**config.mk**
```make
export PLATFORM = sky130hd
export DESIGN_NAME = per_class_flood_detector_unit
export DESIGN_NICKNAME = d
export VERILOG_FILES = /design/src/hdl/fcd_pkg.sv /design/src/hdl/per_class_flood_detector_unit.sv /design/src/hdl/fcd_class_mem.sv /design/src/hdl/fcd_judge.sv
export SDC_FILE = /design/constraint.sdc
export NUM_CORES = 2
export LEC_CHECK = 0
export ABC_AREA = 0
export BUFFER_PORTS_ARGS = -buffer_cell sky130_fd_sc_hd__buf_2
export CAP_MARGIN = 20
export CELL_PAD_IN_SITES_DETAIL_PLACEMENT = 1
export CELL_PAD_IN_SITES_GLOBAL_PLACEMENT = 1
export CORE_MARGIN = 3
export CORE_UTILIZATION = 45
export DETAILED_ROUTE_END_ITERATION = 8
export GPL_TIMING_DRIVEN = 0
export PLACE_DENSITY = 0.84
export REMOVE_ABC_BUFFERS = 1
export SETUP_SLACK_MARGIN = 0.2
export SYNTH_ARGS = -nofsm -noshare
export SYNTH_HDL_FRONTEND = slang
export SYNTH_HIERARCHICAL = 1
export SYNTH_SLANG_ARGS = --single-unit
```
**constraint.sdc**
```tcl
create_clock -name clk -period 13 [get_ports clk]
set_input_delay 1.95 -clock clk [delete_from_list [all_inputs] [get_ports clk]]
set_output_delay 1.95 -clock clk [all_outputs]
set_load 0.1 [all_outputs]
```
**src/hdl/fcd_pkg.sv**
```systemverilog
package fcd_pkg;

  localparam int TS_W       = 64;
  localparam int CLS_W      = 4;
  localparam int LEN_W      = 16;
  localparam int PKT_W      = 32;
  localparam int BYTE_W     = 48;
  localparam int NS_W       = 40;
  localparam int MASK_W     = 9;
  localparam int CFG_IDX_W  = 2;
  localparam int CFG_DATA_W = 48;

  localparam int IN_TDATA_W  = 88;
  localparam int OUT_TDATA_W = 16;

  localparam int NUM_CLASSES_DEF    = 9;
  localparam int WINDOW_SECONDS_DEF = 2;

  localparam logic [CFG_IDX_W-1:0] REG_WINDOW_NS   = 2'd0;
  localparam logic [CFG_IDX_W-1:0] REG_HOLD_NS     = 2'd1;
  localparam logic [CFG_IDX_W-1:0] REG_PKT_LIMIT   = 2'd2;
  localparam logic [CFG_IDX_W-1:0] REG_BYTE_LIMIT  = 2'd3;

  localparam logic [NS_W-1:0]   WINDOW_NS_RST  = 40'd2000000000;
  localparam logic [NS_W-1:0]   HOLD_NS_RST    = 40'd6000000000;
  localparam logic [PKT_W-1:0]  PKT_LIMIT_RST  = 32'd400;
  localparam logic [BYTE_W-1:0] BYTE_LIMIT_RST = 48'd200000;

  typedef struct packed {
    logic [TS_W-1:0]   stamp;
    logic [BYTE_W-1:0] bytes;
    logic [PKT_W-1:0]  packets;
  } class_entry_t;

  typedef struct packed {
    logic flood;
    logic release_ok;
  } judge_t;

endpackage

```
**src/hdl/per_class_flood_detector_unit.sv**
```systemverilog
// per-class flood detector
// in channel: one beat per packet event; in_tdata holds timestamp, class and
// length, in_tuser the header error flag. out channel: one beat per event with
// the drop decision and the mask of currently blocked classes. cfg channel
// writes window_ns, hold_ns, packet and byte rate limits; always ready.
// per-class counters and flood stamps live in a small memory with a registered
// read; an event is a read-modify-write of its class entry. an accepted event
// passes through S_UPD, skipped for an event that only opens the window, and,
// when it closes the window, through S_WALK over all classes, one memory read
// and write per class, to S_DONE, which loads the result into the output
// register. a new event is taken only in S_IDLE, once the last one is done.
// the output register holds a finished result while the next event is
// accepted; if the receiver stalls, the block waits in S_DONE until the
// register frees and accepts no event meanwhile.
// synchronous reset clears the window and the block bits, all counters and
// stamps (via per-entry valid bits) and restores the register defaults.
module per_class_flood_detector_unit #(
  parameter int NUM_CLASSES    = fcd_pkg::NUM_CLASSES_DEF,
  parameter int WINDOW_SECONDS = fcd_pkg::WINDOW_SECONDS_DEF
) (
  input  logic                                clk,
  input  logic                                rst_n,
  input  logic                                in_tvalid,
  output logic                                in_tready,
  // [63:0] timestamp, [67:64] traffic_class, [83:68] packet_length, pad
  input  logic [fcd_pkg::IN_TDATA_W-1:0]      in_tdata,
  // [0] header_error
  input  logic [0:0]                          in_tuser,
  output logic                                out_tvalid,
  input  logic                                out_tready,
  // [0] drop, [9:1] blocked_mask, pad
  output logic [fcd_pkg::OUT_TDATA_W-1:0]     out_tdata,
  input  logic                                cfg_valid,
  output logic                                cfg_ready,
  input  logic [fcd_pkg::CFG_IDX_W-1:0]       cfg_index,
  input  logic [fcd_pkg::CFG_DATA_W-1:0]      cfg_data
);

  localparam int AW = $clog2(NUM_CLASSES);
  localparam logic [AW-1:0] LAST_CLASS = AW'(NUM_CLASSES - 1);

  localparam logic [1:0] S_IDLE = 2'd0;
  localparam logic [1:0] S_UPD  = 2'd1;
  localparam logic [1:0] S_WALK = 2'd2;
  localparam logic [1:0] S_DONE = 2'd3;

  logic [1:0] state_r, state_nxt;

  logic [fcd_pkg::NS_W-1:0]   window_ns_r;
  logic [fcd_pkg::NS_W-1:0]   hold_ns_r;
  logic [fcd_pkg::PKT_W-1:0]  pkt_limit_r;
  logic [fcd_pkg::BYTE_W-1:0] byte_limit_r;

  logic [fcd_pkg::TS_W-1:0]   win_start_r;
  logic [fcd_pkg::TS_W-1:0]   ts_r;
  logic [fcd_pkg::CLS_W-1:0]  cls_r;
  logic [fcd_pkg::LEN_W-1:0]  len_r;
  logic                       herr_r;
  logic                       first_r;
  logic                       expired_r;
  logic [AW-1:0]              walk_idx_r;
  logic [NUM_CLASSES-1:0]     blocked_r;
  logic                       out_valid_r;
  logic                       drop_r;
  logic [fcd_pkg::MASK_W-1:0] mask_r;

  logic [fcd_pkg::TS_W-1:0]   in_ts;
  logic [fcd_pkg::CLS_W-1:0]  in_cls;
  logic                       in_fire;
  logic                       in_cls_ok;
  logic                       cls_ok;
  logic                       out_free;

  logic [AW-1:0]              rd_addr;
  fcd_pkg::class_entry_t      rd_data;
  logic                       wr_en;
  logic [AW-1:0]              wr_addr;
  fcd_pkg::class_entry_t      wr_data;
  fcd_pkg::judge_t            verdict;

  logic [fcd_pkg::BYTE_W:0]   byte_sum;
  logic [fcd_pkg::MASK_W+NUM_CLASSES-1:0] blocked_ext;

  assign in_ts     = in_tdata[fcd_pkg::TS_W-1:0];
  assign in_cls    = in_tdata[fcd_pkg::TS_W +: fcd_pkg::CLS_W];
  assign in_tready = (state_r == S_IDLE);
  assign in_fire   = in_tvalid && in_tready;
  assign in_cls_ok = ({1'b0, in_cls} < (fcd_pkg::CLS_W + 1)'(NUM_CLASSES));
  assign cls_ok    = ({1'b0, cls_r} < (fcd_pkg::CLS_W + 1)'(NUM_CLASSES));
  assign out_free  = !out_valid_r || out_tready;
  assign cfg_ready = 1'b1;

  assign blocked_ext = {{fcd_pkg::MASK_W{1'b0}}, blocked_r};

  fcd_class_mem #(
    .NUM_CLASSES (NUM_CLASSES),
    .AW          (AW)
  ) u_mem (
    .clk     (clk),
    .rst_n   (rst_n),
    .rd_addr (rd_addr),
    .rd_data (rd_data),
    .wr_en   (wr_en),
    .wr_addr (wr_addr),
    .wr_data (wr_data)
  );

  fcd_judge #(
    .WINDOW_SECONDS (WINDOW_SECONDS)
  ) u_judge (
    .clk        (clk),
    .hold_ns    (hold_ns_r),
    .pkt_limit  (pkt_limit_r),
    .byte_limit (byte_limit_r),
    .now        (ts_r),
    .entry      (rd_data),
    .verdict    (verdict)
  );

  always_comb begin
    state_nxt = state_r;
    rd_addr   = '0;
    wr_en     = 1'b0;
    wr_addr   = cls_r[AW-1:0];
    wr_data   = rd_data;
    byte_sum  = {1'b0, rd_data.bytes} + (fcd_pkg::BYTE_W + 1)'(len_r);
    unique case (state_r)
      S_IDLE: begin
        rd_addr = in_cls_ok ? in_cls[AW-1:0] : '0;
        if (in_fire) begin
          state_nxt = (win_start_r == '0) ? S_DONE : S_UPD;
        end
      end
      S_UPD: begin
        wr_en = cls_ok;
        if (rd_data.packets != '1) begin
          wr_data.packets = rd_data.packets + 1'b1;
        end
        wr_data.bytes = byte_sum[fcd_pkg::BYTE_W] ? '1 : byte_sum[fcd_pkg::BYTE_W-1:0];
        state_nxt = expired_r ? S_WALK : S_DONE;
      end
      S_WALK: begin
        wr_en           = 1'b1;
        wr_addr         = walk_idx_r;
        wr_data.packets = '0;
        wr_data.bytes   = '0;
        if (verdict.flood) begin
          wr_data.stamp = ts_r;
        end
        if (walk_idx_r == LAST_CLASS) begin
          state_nxt = S_DONE;
        end else begin
          rd_addr = walk_idx_r + 1'b1;
        end
      end
      S_DONE: begin
        if (out_free) begin
          state_nxt = S_IDLE;
        end
      end
      default: state_nxt = S_IDLE;
    endcase
  end

  always_ff @(posedge clk) begin
    if (!rst_n) begin
      state_r      <= S_IDLE;
      window_ns_r  <= fcd_pkg::WINDOW_NS_RST;
      hold_ns_r    <= fcd_pkg::HOLD_NS_RST;
      pkt_limit_r  <= fcd_pkg::PKT_LIMIT_RST;
      byte_limit_r <= fcd_pkg::BYTE_LIMIT_RST;
      win_start_r  <= '0;
      blocked_r    <= '0;
      out_valid_r  <= 1'b0;
      walk_idx_r   <= '0;
    end else begin
      state_r <= state_nxt;
      if (cfg_valid && cfg_ready) begin
        unique case (cfg_index)
          fcd_pkg::REG_WINDOW_NS:  window_ns_r  <= cfg_data[fcd_pkg::NS_W-1:0];
          fcd_pkg::REG_HOLD_NS:    hold_ns_r    <= cfg_data[fcd_pkg::NS_W-1:0];
          fcd_pkg::REG_PKT_LIMIT:  pkt_limit_r  <= cfg_data[fcd_pkg::PKT_W-1:0];
          fcd_pkg::REG_BYTE_LIMIT: byte_limit_r <= cfg_data[fcd_pkg::BYTE_W-1:0];
          default: ;
        endcase
      end
      if (in_fire && (win_start_r == '0)) begin
        win_start_r <= in_ts;
      end
      if ((state_r == S_UPD) && expired_r) begin
        win_start_r <= ts_r;
        walk_idx_r  <= '0;
      end
      if (state_r == S_WALK) begin
        walk_idx_r <= walk_idx_r + 1'b1;
        if (verdict.flood) begin
          blocked_r[walk_idx_r] <= 1'b1;
        end else if (verdict.release_ok) begin
          blocked_r[walk_idx_r] <= 1'b0;
        end
      end
      if ((state_r == S_DONE) && out_free) begin
        out_valid_r <= 1'b1;
      end else if (out_tready) begin
        out_valid_r <= 1'b0;
      end
    end
  end

  always_ff @(posedge clk) begin
    if (in_fire) begin
      ts_r      <= in_ts;
      cls_r     <= in_cls;
      len_r     <= in_tdata[fcd_pkg::TS_W + fcd_pkg::CLS_W +: fcd_pkg::LEN_W];
      herr_r    <= in_tuser[0];
      first_r   <= (win_start_r == '0);
      expired_r <= ((in_ts - win_start_r) > fcd_pkg::TS_W'(window_ns_r));
    end
    if ((state_r == S_DONE) && out_free) begin
      drop_r <= !first_r && (herr_r || (cls_ok && blocked_r[cls_r[AW-1:0]]));
      mask_r <= blocked_ext[fcd_pkg::MASK_W-1:0];
    end
  end

  assign out_tvalid = out_valid_r;
  assign out_tdata  = {{(fcd_pkg::OUT_TDATA_W - fcd_pkg::MASK_W - 1){1'b0}}, mask_r, drop_r};

endmodule

```
**src/hdl/fcd_class_mem.sv**
```systemverilog
module fcd_class_mem #(
  parameter int NUM_CLASSES = fcd_pkg::NUM_CLASSES_DEF,
  parameter int AW          = $clog2(NUM_CLASSES)
) (
  input  logic                 clk,
  input  logic                 rst_n,
  input  logic [AW-1:0]        rd_addr,
  output fcd_pkg::class_entry_t rd_data,
  input  logic                 wr_en,
  input  logic [AW-1:0]        wr_addr,
  input  fcd_pkg::class_entry_t wr_data
);

  fcd_pkg::class_entry_t mem [NUM_CLASSES];
  logic [NUM_CLASSES-1:0] valid_r;
  fcd_pkg::class_entry_t  rd_data_r;
  logic                   rd_hit_r;
  logic                   fwd;

  assign fwd = wr_en && (wr_addr == rd_addr);

  always_ff @(posedge clk) begin
    if (wr_en) begin
      mem[wr_addr] <= wr_data;
    end
    rd_data_r <= fwd ? wr_data : mem[rd_addr];
  end

  always_ff @(posedge clk) begin
    if (!rst_n) begin
      valid_r  <= '0;
      rd_hit_r <= 1'b0;
    end else begin
      if (wr_en) begin
        valid_r[wr_addr] <= 1'b1;
      end
      rd_hit_r <= fwd || valid_r[rd_addr];
    end
  end

  // entries never written read as zero
  assign rd_data = rd_hit_r ? rd_data_r : '0;

endmodule

```
**src/hdl/fcd_judge.sv**
```systemverilog
module fcd_judge #(
  parameter int WINDOW_SECONDS = fcd_pkg::WINDOW_SECONDS_DEF
) (
  input  logic                          clk,
  input  logic [fcd_pkg::NS_W-1:0]      hold_ns,
  input  logic [fcd_pkg::PKT_W-1:0]     pkt_limit,
  input  logic [fcd_pkg::BYTE_W-1:0]    byte_limit,
  input  logic [fcd_pkg::TS_W-1:0]      now,
  input  fcd_pkg::class_entry_t         entry,
  output fcd_pkg::judge_t               verdict
);

  localparam int WS_W = $clog2(WINDOW_SECONDS + 1);
  localparam int PT_W = fcd_pkg::PKT_W + 1 + WS_W;
  localparam int BT_W = fcd_pkg::BYTE_W + 1 + WS_W;
  localparam logic [WS_W-1:0] WS = WS_W'(WINDOW_SECONDS);

  // count / W > limit  <=>  count >= (limit + 1) * W
  logic [PT_W-1:0] pkt_thr_r;
  logic [BT_W-1:0] byte_thr_r;
  logic [fcd_pkg::TS_W-1:0] since;

  always_ff @(posedge clk) begin
    pkt_thr_r  <= PT_W'({1'b0, pkt_limit} + 1'b1) * PT_W'(WS);
    byte_thr_r <= BT_W'({1'b0, byte_limit} + 1'b1) * BT_W'(WS);
  end

  assign since = now - entry.stamp;

  always_comb begin
    verdict.flood = (PT_W'(entry.packets) >= pkt_thr_r) ||
                    (BT_W'(entry.bytes) >= byte_thr_r);
    verdict.release_ok = (entry.stamp == '0) ||
                         (since > fcd_pkg::TS_W'(hold_ns));
  end

endmodule

```
==> run_results.csv <==
group,metric,value,unit
sta,setup_viol,0,
synthesis,syn_area,0.08055,mm^2
sta,fin_crit_sh,82.21,%
sta,slew_violations,0,
setup_path,crit_type,"reg2reg",
sta,skew,44.47,ps
run,cap_violations,0,
die,area_enclosed_by_the_die_boundary,0.1841,mm^2
routing,route.detailed.drc,0,
sta,unrepaired_setup_endpoints_after_global_routing,"no",
grt,first_global_vias,61060,
placed_design,numPlacedInstances,8622,
setup_path,worst_path_most_repeated_cell,"sky130_fd_sc_hd__nor2_1",
sta,hold_viol,0,
die,design.portCount,163,
routing,routed_wirelength,273000,um
layout,final_layout_size_suffix_gt1_share,14.87,%
placed_design,routability_congestion_estimate_from_global_placement,0.9386,
setup_path,cpLargestDelayFamily,"compound AO/OA/AOI/OAI gates",
die,row_count,154,
sta,worst_hold_slack,462.0,ps
synthesis,synthesis.area_per_instance,12.78,um^2
synthesis,synth.lib_cells_used.distinct,99,
routing,drt_pass1_iterations,6,
synthesis,synth_top_cells_by_count,"1393 x sky130_fd_sc_hd__edfxtp_1, 633 x sky130_fd_sc_hd__nand2_1, 445 x sky130_fd_sc_hd__nor2_1, 384 x sky130_fd_sc_hd__a21oi_1, 354 x sky130_fd_sc_hd__inv_1",
synthesis,synth_most_common_cell,"sky130_fd_sc_hd__edfxtp_1",
cts,cts_sinks,1729,
synthesis,post_synth_main_area_contributors,"sky130_fd_sc_hd__edfxtp_1 52%, sky130_fd_sc_hd__dfxtp_1 8.4%, sky130_fd_sc_hd__mux4_2 7.7%",
synthesis,postSynth.topFlopCell,"sky130_fd_sc_hd__edfxtp_1",
setup_path,timing.critical_path.fanout_max,41,
setup_path,critPathRequiredTime,13730,ps
synthesis,yosys_warnings,6,
cts,cts-hold-fix-buffers,0,
layout,sequential_cell_area,0.04857,mm^2
synthesis,area_share_of_the_leading_cell_type_in_the_synthesized_netlist,51.93,%
cts,post_cts_resized,0,
setup_path,critical_path.n_buffers_inverters,5,
synthesis,synth_top_area_cell,"sky130_fd_sc_hd__edfxtp_1",
power_and_ir_drop,ir_worst_vdd,156.5,uV
die,core_region_area,0.1771,mm^2
sta,fmax,0.09357,GHz
placed_design,detailedPlacementHpwl,181600,um
routing,vias,57790,
grt,wire_length_of_the_first_global_routing_pass,398600,um
die,die_y,429.1,um
setup_path,worstPathArrival,11420,ps
placed_design,place_worst_setup_slack,2559,ps
power_and_ir_drop,power.total,18.88,mW
layout,final_cells,8992,
synthesis,synth-async-reset-ratio,0,%
grt,grt_use_total,28.64,%
cts,worst_case_clock_buffer_depth,3,
synthesis,seq_area_frac_synth,60.28,%
routing,wl_per_cell,30.36,um
sta,layout_setup_ws,2313,ps
setup_path,critPathMaxStageDelay,860,ps
cts,cts_tree,"done",
grt,grt_antenna_before_repair,56,
layout,nFillCells,17620,
cts,clock_insertion_delay_worst_skew,850,ps
status,result_of_the_run,"complete, no violations",
cts,tritoncts.num_buffers,173,
power_and_ir_drop,leakage,31.07,nW
routing,detail_route.vias_per_cell,6.427,
die,floorplan.initialDensity,45.49,%
grt,grt_max_degree,130,
sta,period_needed,10690,ps
synthesis,synth-edff-count,1393,
sta,tightest_slew,1133,ps
layout,multi_input_logic_area,0.02928,mm^2
routing,postRouteAntennaNets,0,
power_and_ir_drop,power_density_normalized_to_cell_area,206.5,mW/mm^2
cts,h_tree_depth_reported_by_cts,4,
die,die_w,429.1,um
cts,clock_tree.root_cell,"sky130_fd_sc_hd__clkbuf_16",
synthesis,ys_ff_latch,1729,
cts,post_cts_buffers,0,
synthesis,post_synth_inst_count,6304,
sta,max_slew_headroom,23.99,%
layout,finalNetCount,6926,
placed_design,number_of_buffer_cells_added_on_primary_ports,151,
layout,post_synthesis_to_final_layout_area_growth,13.45,%
grt,grt_overflow,0,
cts,worst_setup_hold_path_clk_slew,70,ps
setup_path,critPathLaunchType,"register",
setup_path,cp-end-kind,"register",
routing,detail_route.iter0.violations,6396,
hold_path,worstHoldPathType,"reg2reg",
setup_path,slowest_stage,"sky130_fd_sc_hd__dfxtp_4",
through the flow:
stage,TNS (ps),utilization [%],instance area (um^2)
2_1_floorplan,-4422410,-,79020
3_3_place_gp,-,46.70,82700
3_5_place_dp,0,48.24,85430
4_1_cts,0,51.47,91140
5_1_grt,0,51.61,91380
6_report,0,51.61,91390
kinds of logic after synthesis:
family                   Yosys count  synth area share (%)
AO/OA/AOI/OAI                   1273                 9.749
flip-flops                      1729                 60.28
buffers and inverters            680                 3.587
multiplexers                     378                 9.381
other                              2              0.009324
AND/OR/NAND/NOR                 1712                 9.738
XOR/XNOR                         216                 2.349
adder cells (fa/ha/maj)          314                 4.905
cell type report:
class	instances	share of cell area, %
flip-flops and latches	1729	53.15
multi-input cells	3900	32.04
clock buffers	224	5.195
repair buffers	307	3.767
well taps	2340	3.204
inverters	357	1.483
clock inverters	95	1.053
diodes	40	0.1095
worst min-delay path, cell delays in order (launching register included):
cell                      delay [ps]
sky130_fd_sc_hd__dfxtp_1         310
sky130_fd_sc_hd__nand2_1          50
sky130_fd_sc_hd__a21oi_1          50
metal layers:
layer / up-vias / track usage [%] / wire (um)
met5: - / 0 / 13
met4: 2 / 18.54 / 19570
met3: 895 / 4.172 / 18820
met2: 3217 / 48.77 / 135400
met1: 29440 / 33.99 / 99190
li1: 24240 / - / -
sequential cells by signal (all words and copies together) (netlist names), 2 cells and up, named ones only:
register            flops
mask_r                  9
len_r                  16
u_judge/byte_thr_r     49
cls_r                   4
walk_idx_r              4
hold_ns_r              40
u_mem/valid_r           9
u_mem/mem            1296
ts_r                   64
pkt_limit_r            32
window_ns_r            40
state_r                 2
byte_limit_r           48
u_judge/pkt_thr_r      33
win_start_r            64
cells in the final DEF, fill, tap and decap left out, types with 65 or more instances in the layout:
cell                           n
sky130_fd_sc_hd__o21ai_0     299
sky130_fd_sc_hd__edfxtp_1   1393
sky130_fd_sc_hd__ha_1        309
sky130_fd_sc_hd__nand2_1     630
sky130_fd_sc_hd__nor3_1       65
sky130_fd_sc_hd__nand3_1     189
sky130_fd_sc_hd__inv_1       354
sky130_fd_sc_hd__a311oi_1     71
sky130_fd_sc_hd__mux4_2      275
sky130_fd_sc_hd__nor2_1      438
sky130_fd_sc_hd__a21oi_1     384
sky130_fd_sc_hd__xnor2_1     133
sky130_fd_sc_hd__buf_2       155
sky130_fd_sc_hd__xor2_1       83
sky130_fd_sc_hd__dfxtp_1     333
sky130_fd_sc_hd__o22ai_1     164
sky130_fd_sc_hd__clkbuf_16   178
sky130_fd_sc_hd__mux2_2       70
sky130_fd_sc_hd__a21o_1       69
sky130_fd_sc_hd__nand4_1     128
report_power, final:
| group | total [mW] | switching, mW | internal [mW] |
|---|---|---|---|
| combinational | 6.74 | 4.35 | 2.39 |
| clock | 5.11 | 2.25 | 2.86 |
| sequential | 7.03 | 0.311 | 6.72 |
| total | 18.9 | 6.91 | 12.0 |
path summary, 6_finish.rpt:
path / from / endpoint / slack (ps) / cells after the start
worst max register to register: register / register / 2310 / 33
worst min-delay path: window_ns_r[7] / window_ns_r[7] / 460 / 2
worst min register to register: window_ns_r[7] / window_ns_r[7] / 460 / 2
worst max-delay path: register / register / 2310 / 33
Power figures use the tool's default switching activity.
